## src/rtl/idt_pkg.sv

```systemverilog
// Shared types and constants for the interface-definition tokenizer.
// Holds the result beat layout, token kind and error codes, queue sizing.
// No dependencies; every rtl file refers to it by scoped names.
package idt_pkg;

    // Default width of the line, column and length counters
    localparam int POSITION_BITS_DEFAULT = 16;

    // Tab width after reset
    localparam logic [4:0] TAB_WIDTH_RESET = 5'd4;

    // Result queue sizing (depth is a power of two)
    localparam int FIFO_DEPTH = 4;
    localparam int FIFO_PTR_W = $clog2(FIFO_DEPTH);
    localparam int FIFO_CNT_W = $clog2(FIFO_DEPTH + 1);

    // Token kinds
    localparam logic [2:0] KIND_PUNCT  = 3'd0;
    localparam logic [2:0] KIND_IDENT  = 3'd1;
    localparam logic [2:0] KIND_NUMBER = 3'd2;
    localparam logic [2:0] KIND_STRING = 3'd3;
    localparam logic [2:0] KIND_END    = 3'd4;
    localparam logic [2:0] KIND_ERROR  = 3'd5;

    // Error codes
    localparam logic [1:0] ERR_NONE    = 2'd0;
    localparam logic [1:0] ERR_COMMENT = 2'd1;
    localparam logic [1:0] ERR_STRING  = 2'd2;
    localparam logic [1:0] ERR_CHAR    = 2'd3;

    // One result beat
    typedef struct packed {
        logic [2:0]  token_kind;
        logic [1:0]  error_code;
        logic [7:0]  lead_char;
        logic [15:0] start_line;
        logic [15:0] start_column;
        logic [15:0] token_length;
        logic        last_of_run;
    } result_t;

endpackage

```

## src/rtl/idt_scan.sv

```systemverilog
// Scanner core: mode and position registers plus the per-byte next-state logic.
// Produces zero, one or two result beats for each stepped byte.
// Depends on idt_pkg.
module idt_scan #(
    parameter int POSITION_BITS = idt_pkg::POSITION_BITS_DEFAULT
) (
    input  logic              aclk,
    input  logic              aresetn,
    input  logic              step_en,
    input  logic [7:0]        char_in,
    input  logic [4:0]        tab_width,
    output idt_pkg::result_t  res_first,
    output idt_pkg::result_t  res_second,
    output logic [1:0]        res_count
);

    localparam logic [POSITION_BITS-1:0] POS_ONE = POSITION_BITS'(1);
    localparam logic [POSITION_BITS-1:0] POS_MAX = '1;

    // Characters of interest
    localparam logic [7:0] CH_NUL    = 8'h00;
    localparam logic [7:0] CH_BS     = 8'h08;
    localparam logic [7:0] CH_TAB    = 8'h09;
    localparam logic [7:0] CH_LF     = 8'h0A;
    localparam logic [7:0] CH_VT     = 8'h0B;
    localparam logic [7:0] CH_CR     = 8'h0D;
    localparam logic [7:0] CH_SPACE  = 8'h20;
    localparam logic [7:0] CH_QUOTE  = 8'h22;
    localparam logic [7:0] CH_LPAREN = 8'h28;
    localparam logic [7:0] CH_RPAREN = 8'h29;
    localparam logic [7:0] CH_STAR   = 8'h2A;
    localparam logic [7:0] CH_COMMA  = 8'h2C;
    localparam logic [7:0] CH_SLASH  = 8'h2F;
    localparam logic [7:0] CH_DIG_0  = 8'h30;
    localparam logic [7:0] CH_DIG_9  = 8'h39;
    localparam logic [7:0] CH_SEMI   = 8'h3B;
    localparam logic [7:0] CH_EQUAL  = 8'h3D;
    localparam logic [7:0] CH_UP_A   = 8'h41;
    localparam logic [7:0] CH_UP_Z   = 8'h5A;
    localparam logic [7:0] CH_LBRACK = 8'h5B;
    localparam logic [7:0] CH_RBRACK = 8'h5D;
    localparam logic [7:0] CH_UNDER  = 8'h5F;
    localparam logic [7:0] CH_LO_A   = 8'h61;
    localparam logic [7:0] CH_LO_Z   = 8'h7A;
    localparam logic [7:0] CH_LBRACE = 8'h7B;
    localparam logic [7:0] CH_RBRACE = 8'h7D;

    typedef enum logic [8:0] {
        MODE_IDLE  = 9'b000000001,
        MODE_SLASH = 9'b000000010,
        MODE_LINE  = 9'b000000100,
        MODE_BLOCK = 9'b000001000,
        MODE_STAR  = 9'b000010000,
        MODE_IDENT = 9'b000100000,
        MODE_NUM   = 9'b001000000,
        MODE_STR   = 9'b010000000,
        MODE_ERR   = 9'b100000000
    } scan_mode_t;

    function automatic logic [POSITION_BITS-1:0] sat_add(
        input logic [POSITION_BITS-1:0] a,
        input logic [POSITION_BITS-1:0] b
    );
        logic [POSITION_BITS:0] sum;
        sum = {1'b0, a} + {1'b0, b};
        return sum[POSITION_BITS] ? POS_MAX : sum[POSITION_BITS-1:0];
    endfunction

    // Counters map onto the 16-bit result fields
    function automatic logic [15:0] pos_out(input logic [POSITION_BITS-1:0] v);
        logic [POSITION_BITS+15:0] ext;
        ext = {16'd0, v};
        return ext[15:0];
    endfunction

    function automatic idt_pkg::result_t make_res(
        input logic [2:0]               kind,
        input logic [1:0]               code,
        input logic [7:0]               lead,
        input logic [POSITION_BITS-1:0] line,
        input logic [POSITION_BITS-1:0] col,
        input logic [POSITION_BITS-1:0] len
    );
        idt_pkg::result_t r;
        r.token_kind   = kind;
        r.error_code   = code;
        r.lead_char    = lead;
        r.start_line   = pos_out(line);
        r.start_column = pos_out(col);
        r.token_length = pos_out(len);
        r.last_of_run  = 1'b0;
        return r;
    endfunction

    function automatic logic is_alpha(input logic [7:0] c);
        return c inside {[CH_UP_A:CH_UP_Z], [CH_LO_A:CH_LO_Z], CH_UNDER};
    endfunction

    function automatic logic is_digit(input logic [7:0] c);
        return c inside {[CH_DIG_0:CH_DIG_9]};
    endfunction

    scan_mode_t               mode_reg, mode_next;
    logic [POSITION_BITS-1:0] line_reg, line_next;
    logic [POSITION_BITS-1:0] col_reg, col_next;
    logic [POSITION_BITS-1:0] open_line_reg, open_line_next;
    logic [POSITION_BITS-1:0] open_col_reg, open_col_next;
    logic [POSITION_BITS-1:0] open_len_reg, open_len_next;
    logic [7:0]               open_char_reg, open_char_next;

    logic                     word_emit, case_emit, idle_emit, idle_run;
    idt_pkg::result_t         word_res, case_res, idle_res;
    logic [POSITION_BITS-1:0] base_col, col_blk, len_inc, col_after_len;

    assign len_inc       = sat_add(open_len_reg, POS_ONE);
    assign col_after_len = sat_add(col_reg, open_len_reg);

    // Per-byte next state
    always_comb begin
        mode_next      = mode_reg;
        line_next      = line_reg;
        col_next       = col_reg;
        open_line_next = open_line_reg;
        open_col_next  = open_col_reg;
        open_len_next  = open_len_reg;
        open_char_next = open_char_reg;
        word_emit      = 1'b0;
        case_emit      = 1'b0;
        idle_emit      = 1'b0;
        idle_run       = 1'b0;
        word_res       = '0;
        case_res       = '0;
        idle_res       = '0;
        col_blk        = col_reg;

        case (mode_reg)
            MODE_IDLE: begin
                idle_run = 1'b1;
            end
            MODE_SLASH: begin
                if (char_in == CH_SLASH) begin
                    mode_next = MODE_LINE;
                end else if (char_in == CH_STAR) begin
                    mode_next = MODE_BLOCK;
                end else begin
                    // lone slash
                    case_emit = 1'b1;
                    case_res  = make_res(idt_pkg::KIND_ERROR, idt_pkg::ERR_CHAR, CH_SLASH,
                                         open_line_reg, open_col_reg, '0);
                    mode_next = MODE_ERR;
                end
            end
            MODE_LINE: begin
                if (char_in == CH_NUL || char_in == CH_LF) begin
                    idle_run = 1'b1;
                end
            end
            MODE_BLOCK, MODE_STAR: begin
                if (char_in == CH_NUL) begin
                    case_emit = 1'b1;
                    case_res  = make_res(idt_pkg::KIND_ERROR, idt_pkg::ERR_COMMENT, CH_SLASH,
                                         open_line_reg, open_col_reg, '0);
                    mode_next = MODE_ERR;
                end else if (mode_reg == MODE_STAR && char_in == CH_SLASH) begin
                    mode_next = MODE_IDLE;
                end else begin
                    // a held star that did not close the comment counts now
                    col_blk = (mode_reg == MODE_STAR) ? sat_add(col_reg, POS_ONE) : col_reg;
                    if (char_in == CH_STAR) begin
                        mode_next = MODE_STAR;
                        col_next  = col_blk;
                    end else if (char_in == CH_LF) begin
                        mode_next = MODE_BLOCK;
                        line_next = sat_add(line_reg, POS_ONE);
                        col_next  = POS_ONE;
                    end else begin
                        mode_next = MODE_BLOCK;
                        col_next  = sat_add(col_blk, POS_ONE);
                    end
                end
            end
            MODE_IDENT: begin
                if (is_alpha(char_in) || is_digit(char_in)) begin
                    open_len_next = len_inc;
                end else begin
                    word_emit = 1'b1;
                    word_res  = make_res(idt_pkg::KIND_IDENT, idt_pkg::ERR_NONE, open_char_reg,
                                         open_line_reg, open_col_reg, open_len_reg);
                    idle_run  = 1'b1;
                end
            end
            MODE_NUM: begin
                if (is_digit(char_in)) begin
                    open_len_next = len_inc;
                end else begin
                    word_emit = 1'b1;
                    word_res  = make_res(idt_pkg::KIND_NUMBER, idt_pkg::ERR_NONE, open_char_reg,
                                         open_line_reg, open_col_reg, open_len_reg);
                    idle_run  = 1'b1;
                end
            end
            MODE_STR: begin
                if (char_in == CH_NUL || char_in == CH_LF) begin
                    case_emit = 1'b1;
                    case_res  = make_res(idt_pkg::KIND_ERROR, idt_pkg::ERR_STRING, CH_QUOTE,
                                         open_line_reg, open_col_reg, '0);
                    mode_next = MODE_ERR;
                end else begin
                    open_len_next = len_inc;
                    if (char_in == CH_QUOTE) begin
                        case_emit = 1'b1;
                        case_res  = make_res(idt_pkg::KIND_STRING, idt_pkg::ERR_NONE,
                                             open_char_reg, open_line_reg, open_col_reg,
                                             len_inc);
                        col_next  = sat_add(col_reg, len_inc);
                        mode_next = MODE_IDLE;
                    end
                end
            end
            MODE_ERR: begin
                mode_next = MODE_ERR;
            end
            default: begin
                mode_next = MODE_ERR;
            end
        endcase

        // Between-token handling, also for the byte that closes a word
        base_col = word_emit ? col_after_len : col_reg;
        if (idle_run) begin
            mode_next = MODE_IDLE;
            col_next  = base_col;
            case (char_in)
                CH_NUL: begin
                    idle_emit      = 1'b1;
                    idle_res       = make_res(idt_pkg::KIND_END, idt_pkg::ERR_NONE, CH_NUL,
                                              line_reg, base_col, POS_ONE);
                    line_next      = POS_ONE;
                    col_next       = POS_ONE;
                    open_line_next = POS_ONE;
                    open_col_next  = POS_ONE;
                    open_len_next  = '0;
                    open_char_next = '0;
                end
                CH_TAB: begin
                    col_next = sat_add(base_col, POSITION_BITS'(tab_width));
                end
                CH_SPACE: begin
                    col_next = sat_add(base_col, POS_ONE);
                end
                CH_LF: begin
                    line_next = sat_add(line_reg, POS_ONE);
                    col_next  = POS_ONE;
                end
                CH_CR, CH_BS, CH_VT: begin
                    col_next = base_col;
                end
                CH_SLASH, CH_QUOTE: begin
                    open_line_next = line_reg;
                    open_col_next  = base_col;
                    open_len_next  = POS_ONE;
                    open_char_next = char_in;
                    mode_next      = (char_in == CH_SLASH) ? MODE_SLASH : MODE_STR;
                end
                CH_LBRACE, CH_RBRACE, CH_LPAREN, CH_RPAREN, CH_LBRACK, CH_RBRACK,
                CH_STAR, CH_COMMA, CH_SEMI, CH_EQUAL: begin
                    idle_emit = 1'b1;
                    idle_res  = make_res(idt_pkg::KIND_PUNCT, idt_pkg::ERR_NONE, char_in,
                                         line_reg, base_col, POS_ONE);
                    col_next  = sat_add(base_col, POS_ONE);
                end
                default: begin
                    if (is_alpha(char_in) || is_digit(char_in)) begin
                        open_line_next = line_reg;
                        open_col_next  = base_col;
                        open_len_next  = POS_ONE;
                        open_char_next = char_in;
                        mode_next      = is_alpha(char_in) ? MODE_IDENT : MODE_NUM;
                    end else begin
                        idle_emit = 1'b1;
                        idle_res  = make_res(idt_pkg::KIND_ERROR, idt_pkg::ERR_CHAR, char_in,
                                             line_reg, base_col, '0);
                        mode_next = MODE_ERR;
                    end
                end
            endcase
        end
    end

    // Result slots: a closed word goes first, the byte's own result second
    always_comb begin
        res_count  = {1'b0, case_emit} + {1'b0, word_emit} + {1'b0, idle_emit};
        res_first  = case_emit ? case_res : (word_emit ? word_res : idle_res);
        res_second = idle_res;
        res_first.last_of_run  = (res_count == 2'd1);
        res_second.last_of_run = 1'b1;
    end

    // State registers
    always_ff @(posedge aclk) begin
        if (!aresetn) begin
            mode_reg      <= MODE_IDLE;
            line_reg      <= POS_ONE;
            col_reg       <= POS_ONE;
            open_line_reg <= POS_ONE;
            open_col_reg  <= POS_ONE;
            open_len_reg  <= '0;
            open_char_reg <= '0;
        end else if (step_en) begin
            mode_reg      <= mode_next;
            line_reg      <= line_next;
            col_reg       <= col_next;
            open_line_reg <= open_line_next;
            open_col_reg  <= open_col_next;
            open_len_reg  <= open_len_next;
            open_char_reg <= open_char_next;
        end
    end

endmodule

```

## src/rtl/idt_result_fifo.sv

```systemverilog
// Result queue: takes up to two result beats per cycle, hands out one.
// Reports room whenever two more beats fit regardless of the pop.
// Depends on idt_pkg.
module idt_result_fifo (
    input  logic              aclk,
    input  logic              aresetn,
    input  logic [1:0]        push_count,
    input  idt_pkg::result_t  push_first,
    input  idt_pkg::result_t  push_second,
    output logic              room,
    output logic              out_valid,
    input  logic              out_ready,
    output idt_pkg::result_t  out_data
);

    idt_pkg::result_t                 entries_reg [idt_pkg::FIFO_DEPTH];
    logic [idt_pkg::FIFO_PTR_W-1:0]   head_reg, head_next;
    logic [idt_pkg::FIFO_PTR_W-1:0]   tail_reg, tail_next, tail_plus1;
    logic [idt_pkg::FIFO_CNT_W-1:0]   count_reg, count_next;
    logic                             pop;

    assign out_valid  = (count_reg != '0);
    assign out_data   = entries_reg[head_reg];
    assign pop        = out_valid && out_ready;
    assign room       = (count_reg <= idt_pkg::FIFO_CNT_W'(idt_pkg::FIFO_DEPTH - 2));
    assign tail_plus1 = tail_reg + idt_pkg::FIFO_PTR_W'(1);

    // Pointer and fill bookkeeping
    always_comb begin
        head_next  = pop ? head_reg + idt_pkg::FIFO_PTR_W'(1) : head_reg;
        tail_next  = tail_reg + idt_pkg::FIFO_PTR_W'(push_count);
        count_next = count_reg + idt_pkg::FIFO_CNT_W'(push_count)
                   - idt_pkg::FIFO_CNT_W'(pop);
    end

    always_ff @(posedge aclk) begin
        if (!aresetn) begin
            head_reg  <= '0;
            tail_reg  <= '0;
            count_reg <= '0;
        end else begin
            head_reg  <= head_next;
            tail_reg  <= tail_next;
            count_reg <= count_next;
        end
    end

    // Storage, no reset
    always_ff @(posedge aclk) begin
        if (push_count != 2'd0) begin
            entries_reg[tail_reg] <= push_first;
        end
        if (push_count == 2'd2) begin
            entries_reg[tail_plus1] <= push_second;
        end
    end

endmodule

```

## src/rtl/interface_definition_tokenizer_unit.sv

```systemverilog
// Top level of the interface-definition tokenizer.
// Input byte register, scanner core (idt_scan) and result queue (idt_result_fifo).
// Depends on idt_pkg, idt_scan and idt_result_fifo.
//
//  Channel   Dir  Handshake            Beat
//  s_        in   s_valid / s_ready    s_source_byte
//  m_        out  m_valid / m_ready    m_token_kind .. m_last_of_run
//  cfg_      in   cfg_wr_en            cfg_wr_data (tab width)
//
// One byte per cycle while two queue slots are free; a byte waits in the input register
// until the scan step moves its results into the queue, from which they are offered.
// A byte that closes an identifier or number gives two beats when it has a result
// of its own, so that byte then takes two slots of the result queue.
// Synchronous active-low reset returns position, mode and tab width to defaults.
// The input register keeps taking bytes while finished beats wait in the queue;
// the scan step stalls only when fewer than two queue slots are free.
module interface_definition_tokenizer_unit #(
    parameter int POSITION_BITS = idt_pkg::POSITION_BITS_DEFAULT
) (
    input  logic        aclk,
    input  logic        aresetn,
    input  logic        cfg_wr_en,
    input  logic [4:0]  cfg_wr_data,
    input  logic        s_valid,
    output logic        s_ready,
    input  logic [7:0]  s_source_byte,
    output logic        m_valid,
    input  logic        m_ready,
    output logic [2:0]  m_token_kind,
    output logic [1:0]  m_error_code,
    output logic [7:0]  m_lead_char,
    output logic [15:0] m_start_line,
    output logic [15:0] m_start_column,
    output logic [15:0] m_token_length,
    output logic        m_last_of_run
);

    logic             in_valid_reg, in_valid_next;
    logic [7:0]       in_byte_reg;
    logic [4:0]       tab_width_reg;
    logic             fire, room, s_take;
    logic [1:0]       scan_count, push_count;
    idt_pkg::result_t scan_first, scan_second, head_res;

    // Step the scanner when a byte is held and two queue slots are free
    assign fire       = in_valid_reg && room;
    assign s_ready    = !in_valid_reg || fire;
    assign s_take     = s_valid && s_ready;
    assign push_count = fire ? scan_count : 2'd0;

    always_comb begin
        in_valid_next = in_valid_reg;
        if (s_take) begin
            in_valid_next = 1'b1;
        end else if (fire) begin
            in_valid_next = 1'b0;
        end
    end

    // Input register and tab width
    always_ff @(posedge aclk) begin
        if (!aresetn) begin
            in_valid_reg  <= 1'b0;
            tab_width_reg <= idt_pkg::TAB_WIDTH_RESET;
        end else begin
            in_valid_reg <= in_valid_next;
            if (cfg_wr_en) begin
                tab_width_reg <= cfg_wr_data;
            end
        end
    end

    always_ff @(posedge aclk) begin
        if (s_take) begin
            in_byte_reg <= s_source_byte;
        end
    end

    idt_scan #(
        .POSITION_BITS (POSITION_BITS)
    ) u_scan (
        .aclk       (aclk),
        .aresetn    (aresetn),
        .step_en    (fire),
        .char_in    (in_byte_reg),
        .tab_width  (tab_width_reg),
        .res_first  (scan_first),
        .res_second (scan_second),
        .res_count  (scan_count)
    );

    idt_result_fifo u_fifo (
        .aclk        (aclk),
        .aresetn     (aresetn),
        .push_count  (push_count),
        .push_first  (scan_first),
        .push_second (scan_second),
        .room        (room),
        .out_valid   (m_valid),
        .out_ready   (m_ready),
        .out_data    (head_res)
    );

    // Result beat fields
    assign m_token_kind   = head_res.token_kind;
    assign m_error_code   = head_res.error_code;
    assign m_lead_char    = head_res.lead_char;
    assign m_start_line   = head_res.start_line;
    assign m_start_column = head_res.start_column;
    assign m_token_length = head_res.token_length;
    assign m_last_of_run  = head_res.last_of_run;

    // No beat is offered right after reset
    a_reset_empty: assert property (@(posedge aclk)
        !aresetn |=> !m_valid)
        else $error("result offered right after reset");

    // Two beats from one byte only when a word closes
    a_pair_after_word: assert property (@(posedge aclk) disable iff (!aresetn)
        (fire && scan_count == 2'd2) |->
        (scan_first.token_kind == idt_pkg::KIND_IDENT ||
         scan_first.token_kind == idt_pkg::KIND_NUMBER))
        else $error("two results without a closing word");

    // An error latches: nothing more is produced after it
    a_error_latch: assert property (@(posedge aclk) disable iff (!aresetn)
        (fire && ((scan_count == 2'd1 && scan_first.token_kind == idt_pkg::KIND_ERROR) ||
                  (scan_count == 2'd2 && scan_second.token_kind == idt_pkg::KIND_ERROR)))
        |=> (scan_count == 2'd0))
        else $error("result produced after an error");

endmodule

```

## config.mk

```make
export PLATFORM = sky130hd
export DESIGN_NAME = interface_definition_tokenizer_unit
export DESIGN_NICKNAME = d
export VERILOG_FILES = /design/src/rtl/idt_pkg.sv /design/src/rtl/idt_scan.sv /design/src/rtl/idt_result_fifo.sv /design/src/rtl/interface_definition_tokenizer_unit.sv
export SDC_FILE = /design/constraint.sdc
export NUM_CORES = 1
export LEC_CHECK = 0
export ABC_AREA = 1
export BUFFER_PORTS_ARGS = -buffer_cell sky130_fd_sc_hd__buf_2
export CORE_ASPECT_RATIO = 1.5
export CORE_MARGIN = 3
export CORE_UTILIZATION = 35
export DETAILED_ROUTE_END_ITERATION = 16
export PLACE_DENSITY = 0.54
export SETUP_SLACK_MARGIN = 0.5
export SYNTH_ARGS = -nofsm -noshare
export SYNTH_HDL_FRONTEND = slang
export SYNTH_SLANG_ARGS = --single-unit
```

## constraint.sdc

```tcl
create_clock -name aclk -period 5 [get_ports aclk]
set_input_delay 0.25 -clock aclk [delete_from_list [all_inputs] [get_ports aclk]]
set_output_delay 0.25 -clock aclk [all_outputs]
set_load 0.005 [all_outputs]
```

==> results of run 1 <==
==> through the flow <==
stage	total power, mW	hold slack [ns]	util	instance area [sq um]	cells
after detailed placement	6.23	0.442	0.375	24300	3960
after CTS	9.23	0.00772	0.397	25700	4042
after global routing	9.61	0.0615	0.401	25900	4045
after floorplan	5.16	0.349	-	22900	3111
final	9.20	0.0259	0.401	25900	4045
after global placement	6.19	0.435	0.375	24300	3960
==> power by group through the flow <==
stage / Sequential, mW / Clock [mW] / Combinational (mW)
2_1_floorplan: 3.46 / 0 / 1.69
4_1_cts: 3.50 / 3.05 / 2.68
5_1_grt: 3.52 / 3.16 / 2.94
3_5_place_dp: 3.57 / 0 / 2.66
6_report: 3.50 / 3.00 / 2.70
3_3_place_gp: 3.56 / 0 / 2.63
==> worst min-delay path, cell delays in order <==
cell and delay [ns]:
buf_2 0.13, nand2_1 0.06, nand3_1 0.08
==> layer usage <==
layer | track usage | up-vias
li1 | - | 10900
met3 | 0.0261 | 251
met1 | 0.277 | 10800
met5 | 0 | -
met2 | 0.460 | 965
met4 | 0.155 | 0
==> final cells by class <==
| class | instances | area share |
|---|---|---|
| Multi-Input combinational cell | 2296 | 0.466 |
| Sequential cell | 368 | 0.358 |
| Clock buffer | 51 | 0.0419 |
| Inverter | 279 | 0.0414 |
| Clock inverter | 19 | 0.00812 |
| Timing Repair Buffer | 162 | 0.0429 |
| Tap cell | 870 | 0.0421 |
==> final timing paths <==
| kind | depth (start not counted) | start | to | slack (ns) |
|---|---|---|---|---|
| max | 26 | u_scan.col_reg[0]$_SDFFE_PN1P_ | u_scan.col_reg[15]$_SDFFE_PN0P_ | 0.78 |
| max reg2reg | 26 | u_scan.col_reg[0]$_SDFFE_PN1P_ | u_scan.col_reg[15]$_SDFFE_PN0P_ | 0.78 |
| min reg2reg | 2 | u_fifo.entries_reg[2][7]$_SDFFE_PP0P_ | u_fifo.entries_reg[2][7]$_SDFFE_PP0P_ | 0.46 |
| min | 3 | cfg_wr_en | tab_width_reg[2]$_SDFFE_PN1P_ | 0.03 |
==> cell families (layout without fill, tap and decap cells) <==
group / Yosys count / after routing
and+or+nand+nor: 1297 / 1297
DFF: 368 / 368
xor gates and xnor gates: 49 / 49
AOI/OAI and AO/OA: 899 / 899
buffers and inverters: 447 / 511
adders and majority gates: 51 / 51
==> timing repair <==
action	in CTS	in global routing
setup endpoints to repair	16	193
hold endpoints to repair	12	0
hold buffers	12	0
pin swaps	0	4
setup buffers	0	3
gates resized for setup	4	57
==> cells in the final DEF, fill, tap and decap left out, types with 73 or more instances in the layout <==
cell type,Yosys,routed
nand2_1,635,628
a21oi_1,159,159
buf_2,15,81
dfxtp_1,180,176
o21ai_0,321,315
nand3_1,177,174
o21ai_1,71,73
edfxtp_1,188,188
o22ai_1,207,207
nor2_1,336,328
inv_1,245,235
==> results by group, run 1 <==
Run status
  • Status: complete, no violations

STA
  • Slew margin rel.: 0.185
  • Setup-failing EPs final: 0
  • Tightest Pin Transition: 1.22 ns
  • Final setup TNS: 0 ns
  • Crit path time final: 4.22 ns
  • RSZ-0062 raised after global routing: false
  • Slew Viols, Final: 0
  • Final Hold Fails: 0
  • Final worst setup slack: 0.780 ns
  • Max Clock Freq: 237 MHz
  • Clock Skew: 0.0209 ns
  • Tcrit/Tclk final: 0.844

Floorplanning
  • Die X: between 200 and 250 microns
  • Die height: 319 microns
  • Starting Density: 0.355
  • Core Region: approximately 0.065 sq mm
  • Die area: 0.0686 sq mm
  • Io pins: 82
  • Cell row count: between 100 and 150

CTS
  • Level count of the clock H-tree: 2
  • Worst skew pair latency: 0.55 ns
  • Cts bufs inserted: 39
  • CTS tree: done
  • CTS root buf: clkbuf_16
  • Num Clock Sinks: approximately 370
  • CTS Buffer Depth: 3
  • CTS clk-pin slew, worst paths: about 0.080 ns

Worst hold path
  • Hold crit path type: in -> reg

Global route
  • Antenna violations before repair: 0
  • GRT Util Overall: 0.251
  • First-pass GRT wire length: 135 mm
  • Total gr overflow: 0
  • Largest net degree at the start of global routing: 70
  • Vias in the first global route: ~23k

Layout
  • Layout cells sized above 1: 0.119
  • Max reg flops: 248
  • FF/Latch Area: 0.00926 sq mm
  • Fillers: 6684
  • Fin nets: 3215
  • Syn-to-layout area delta: 12.9%
  • Multi-input gate area: 0.0121 sq mm
  • Ant. Diodes: 0

Worst setup path
  • WP data required: around 5.5 ns
  • Critical Path AT: 4.71 ns
  • CP delay by family, top: simple AND/OR/NAND/NOR gates
  • Worst Setup End Kind: flop
  • Max incr delay on CP: 0.44 ns
  • CP dominant cell by count: nand2_1
  • Buf/Inv on CP: 3
  • Critical path startpoint category: flop
  • Critical path class: reg -> reg
  • Critical-path maximum fanout: 10
  • Slowest CP cell: dfxtp_1

Placed design
  • PortBufs: 81
  • Pre-CTS setup slack: approximately 0.37 ns
  • RD Place Congestion: 0.948
  • HPWL after DPL: about 63 mm

Drt
  • Top Layer Used: met4
  • Routed wl met3: 5.23 mm
  • DR WL met2: 45.3 mm
  • Vias per cell: 5.66
  • Met1 wire length: 32.8 mm
  • Final ANT Viol Nets: 0
  • DRC: 0
  • Iter 0 DRT Violations: 1922
  • WL/cell: 22.1 microns
  • Vias post-DR: 22.9k
  • Routed WL: 89.4 mm
  • DRT Pass-1 Iters: 6

Power
  • Psw: around 3.4 mW
  • Worst vdd ir: 0.229 mV
  • Pwr Density: approximately 360 mW/mm^2
  • Comb pwr share: 0.294
  • Internal power: slightly below 6 mW
  • Leak Pwr: 9.90 nW
  • Clk pwr share: 0.326
  • Sequential Power Share: 0.381
  • Sw Ratio: 0.368

Synth
  • Avg Cell Area, Syn: roughly 7.4 sq um
  • Synth Area in Adders: 0.0295
  • Register area share after synthesis: 0.404
  • Post-synth ARST share: 0
  • Post-Synth Simple-Gate Area: 0.246
  • Synth Area in XOR/XNOR: 0.0187
  • Post-synth top flop: edfxtp_1
  • Seq cells post-synth: 368
  • Mapped Nets: between 3k and 4k
  • Share of the synthesized area in the top cell type: 0.246
  • Commonest cells post-synth: nand2_1, nor2_1, o21ai_0, inv_1, o22ai_1
  • Post-synthesis cell type count: 61
  • Yosys warning total: 0
  • Cell taking the most area after synthesis: edfxtp_1
  • Cells after Synth: 3111
  • Post-synthesis mux area share: 0
  • Post-synth design cell area: approximately 0.023 sq mm
  • Largest family of logic cells by synthesized area: simple AND/OR/NAND/NOR gates
  • Most common cell in the synthesized netlist: nand2_1
  • Post-synthesis compound-gate area fraction: 0.225
  • Top cells by area, synth: edfxtp_1, dfxtp_1, nand2_1
  • Post-synth EDFFs: ~190

Flow run
  • Max-Cap Viols: 0
(Power assumes the default switching activity.)
==> inputs of run 2 (changes only) <==
- clock period: 5 -> 3.58 ns (I/O delays scaled with it)
==> results by group, run 2 (synthesized netlist as in run 1, its figures left out) <==
Power
  • Pwr Density: 442 mW/mm^2
  • Leak Pwr: roughly 12 nW
  • Worst vdd ir: 0.374 mV

Global route
  • Antenna violations before repair: 0
  • Total gr overflow: 0
  • GRT Util Overall: 0.267
  • First-pass GRT wire length: 143 mm
  • Vias in the first global route: around 24k
  • Largest net degree at the start of global routing: 65

CTS
  • Worst skew pair latency: 0.56 ns
  • Num Clock Sinks: between 300 and 400
  • Level count of the clock H-tree: 2
  • CTS clk-pin slew, worst paths: around 0.070 ns
  • CTS tree: done
  • CTS Buffer Depth: 3
  • Cts bufs inserted: 37
  • CTS root buf: clkbuf_16

Placed design
  • Pre-CTS setup slack: -0.508 ns
  • HPWL after DPL: 67.8 mm
  • Area after DPL: 0.0268 sq mm
  • Placed cells: ~4.3k
  • RD Place Congestion: 0.999
  • PortBufs: 81

STA
  • Max Clock Freq: 277 MHz
  • Slew Viols, Final: 0
  • Setup-failing EPs final: 1
  • Tightest Pin Transition: about 1.1 ns
  • Clock Skew: 0.0214 ns
  • RSZ-0062 raised after global routing: true
  • Final worst setup slack: -0.0275 ns
  • Final Hold Fails: 0
  • Crit path time final: 3.61 ns
  • Final setup TNS: -0.0275 ns
  • Slew margin rel.: 0.272
  • Tcrit/Tclk final: 1.01

Layout
  • Fillers: between 6k and 7k
  • Max reg flops: 248
  • Syn-to-layout area delta: 31.7%
  • Final Instance Area: 0.0302 sq mm
  • Fin nets: roughly 3.6k
  • Commonest non-fill, non-tap cell in the layout: nand2_1
  • Most frequent cells in the layout: nand2_1, buf_4, nor2_1, o21ai_0, inv_1
  • Final Instance Count excl. Fillers: 4411
  • Layout cells sized above 1: 0.258
  • Ant. Diodes: 0

Floorplanning
  • Die area: around 0.069 sq mm
  • Cell row count: 114
  • Starting Density: 0.355
  • Die height: between 300 and 400 microns
  • Io pins: between 80 and 90
  • Core Region: 0.0646 sq mm
  • Die X: 215 microns

Drt
  • Vias per cell: 5.59
  • DRT Pass-1 Iters: 7
  • Iter 0 DRT Violations: 1912
  • Routed WL: between 90 and 100 mm
  • WL/cell: 21.9 microns
  • DRC: 0
  • Final ANT Viol Nets: 0
  • Vias post-DR: about 25k

Flow run
  • Max-Cap Viols: 0

Run status
  • Status: finished with violations
  • Violated checks: negative setup slack

Worst setup path
  • Critical path startpoint category: flop
  • Critical-path maximum fanout: 5
  • Critical Path AT: 4.03 ns
  • WP data required: about 4.0 ns
  • Critical path class: reg -> reg
  • Worst Setup End Kind: flop

Worst hold path
  • Hold crit path type: in -> reg
## run 2: worst max-delay path, cell delays in order, from the launching register on
cell,delay (ns)
dfxtp_2,0.35
ha_4,0.16
nand3_4,0.09
nor3_4,0.23
nand3_2,0.13
nor2_2,0.15
nand2_1,0.09
nor2_2,0.15
nand3_2,0.10
nor2_2,0.14
inv_2,0.11
o21ai_2,0.10
ha_1,0.28
buf_4,0.15
nand2_1,0.12
o21ai_1,0.13
a31oi_2,0.23
o21ai_1,0.11
xor2_1,0.15
buf_4,0.13
o21ai_0,0.13
nand2_1,0.09
nand3_2,0.09
a21oi_1,0.06
## run 2: worst paths after layout
kind	startpoint	endpoint	slack, ns	cells past startpoint
setup / recovery	u_scan.open_len_reg[1]$_SDFFE_PN0P_	u_scan.col_reg[11]$_SDFFE_PN0P_	-0.03	23
hold / removal	cfg_wr_en	tab_width_reg[1]$_SDFFE_PN0P_	0.04	3
setup reg to reg	u_scan.open_len_reg[1]$_SDFFE_PN0P_	u_scan.col_reg[11]$_SDFFE_PN0P_	-0.03	23
hold reg to reg	u_fifo.entries_reg[2][5]$_SDFFE_PP0P_	u_fifo.entries_reg[2][5]$_SDFFE_PP0P_	0.46	2
## run 2: timing repair
| item | CTS | global route |
|---|---|---|
| resized for setup | 148 | 172 |
| gates cloned | 4 | 6 |
| setup buffers | 31 | 25 |
| endpoints found under the setup margin | 452 | 503 |
| endpoints found under the hold margin | 14 | 0 |
| hold buffers | 18 | 0 |
| pin swaps | 56 | 102 |
## run 2: layer usage
| layer | vias to the layer above | wire length [microns] | global-route usage |
|---|---|---|---|
| li1 | 11600 | - | - |
| met5 | - | 0 | 0 |
| met2 | 967 | 49900 | 0.496 |
| met4 | 0 | 6170 | 0.148 |
| met1 | 11800 | 35600 | 0.297 |
| met3 | 280 | 4990 | 0.0243 |
## run 2: layout make-up
type	instances	area, sq um	share of cell area
clock buffers	49	971	0.0322
clock inverters	19	185	0.00613
inverters	279	1100	0.0365
multi-input cells	2297	13200	0.438
flip-flops and latches	368	9280	0.308
well taps	870	1090	0.0361
repair buffers	529	4330	0.143
## run 2: report_power, final
group | leakage, nW | switching [mW] | internal [mW]
Sequential | 3.28 | 0.189 | 4.62
Clock | 0.548 | 1.78 | 2.09
Combinational | 8.15 | 3.02 | 1.66
Total | 12.0 | 4.99 | 8.37
## run 2: metrics by stage
stage / power, mW / util / hold slack [ns]
3_3_place_gp: 9.13 / 0.415 / 0.406
3_5_place_dp: 9.18 / 0.415 / 0.405
4_1_cts: 13.2 / 0.450 / 0.0208
6_report: 13.4 / 0.467 / 0.0420
5_1_grt: 14.0 / 0.467 / 0.0592
2_1_floorplan: 7.24 / - / 0.278
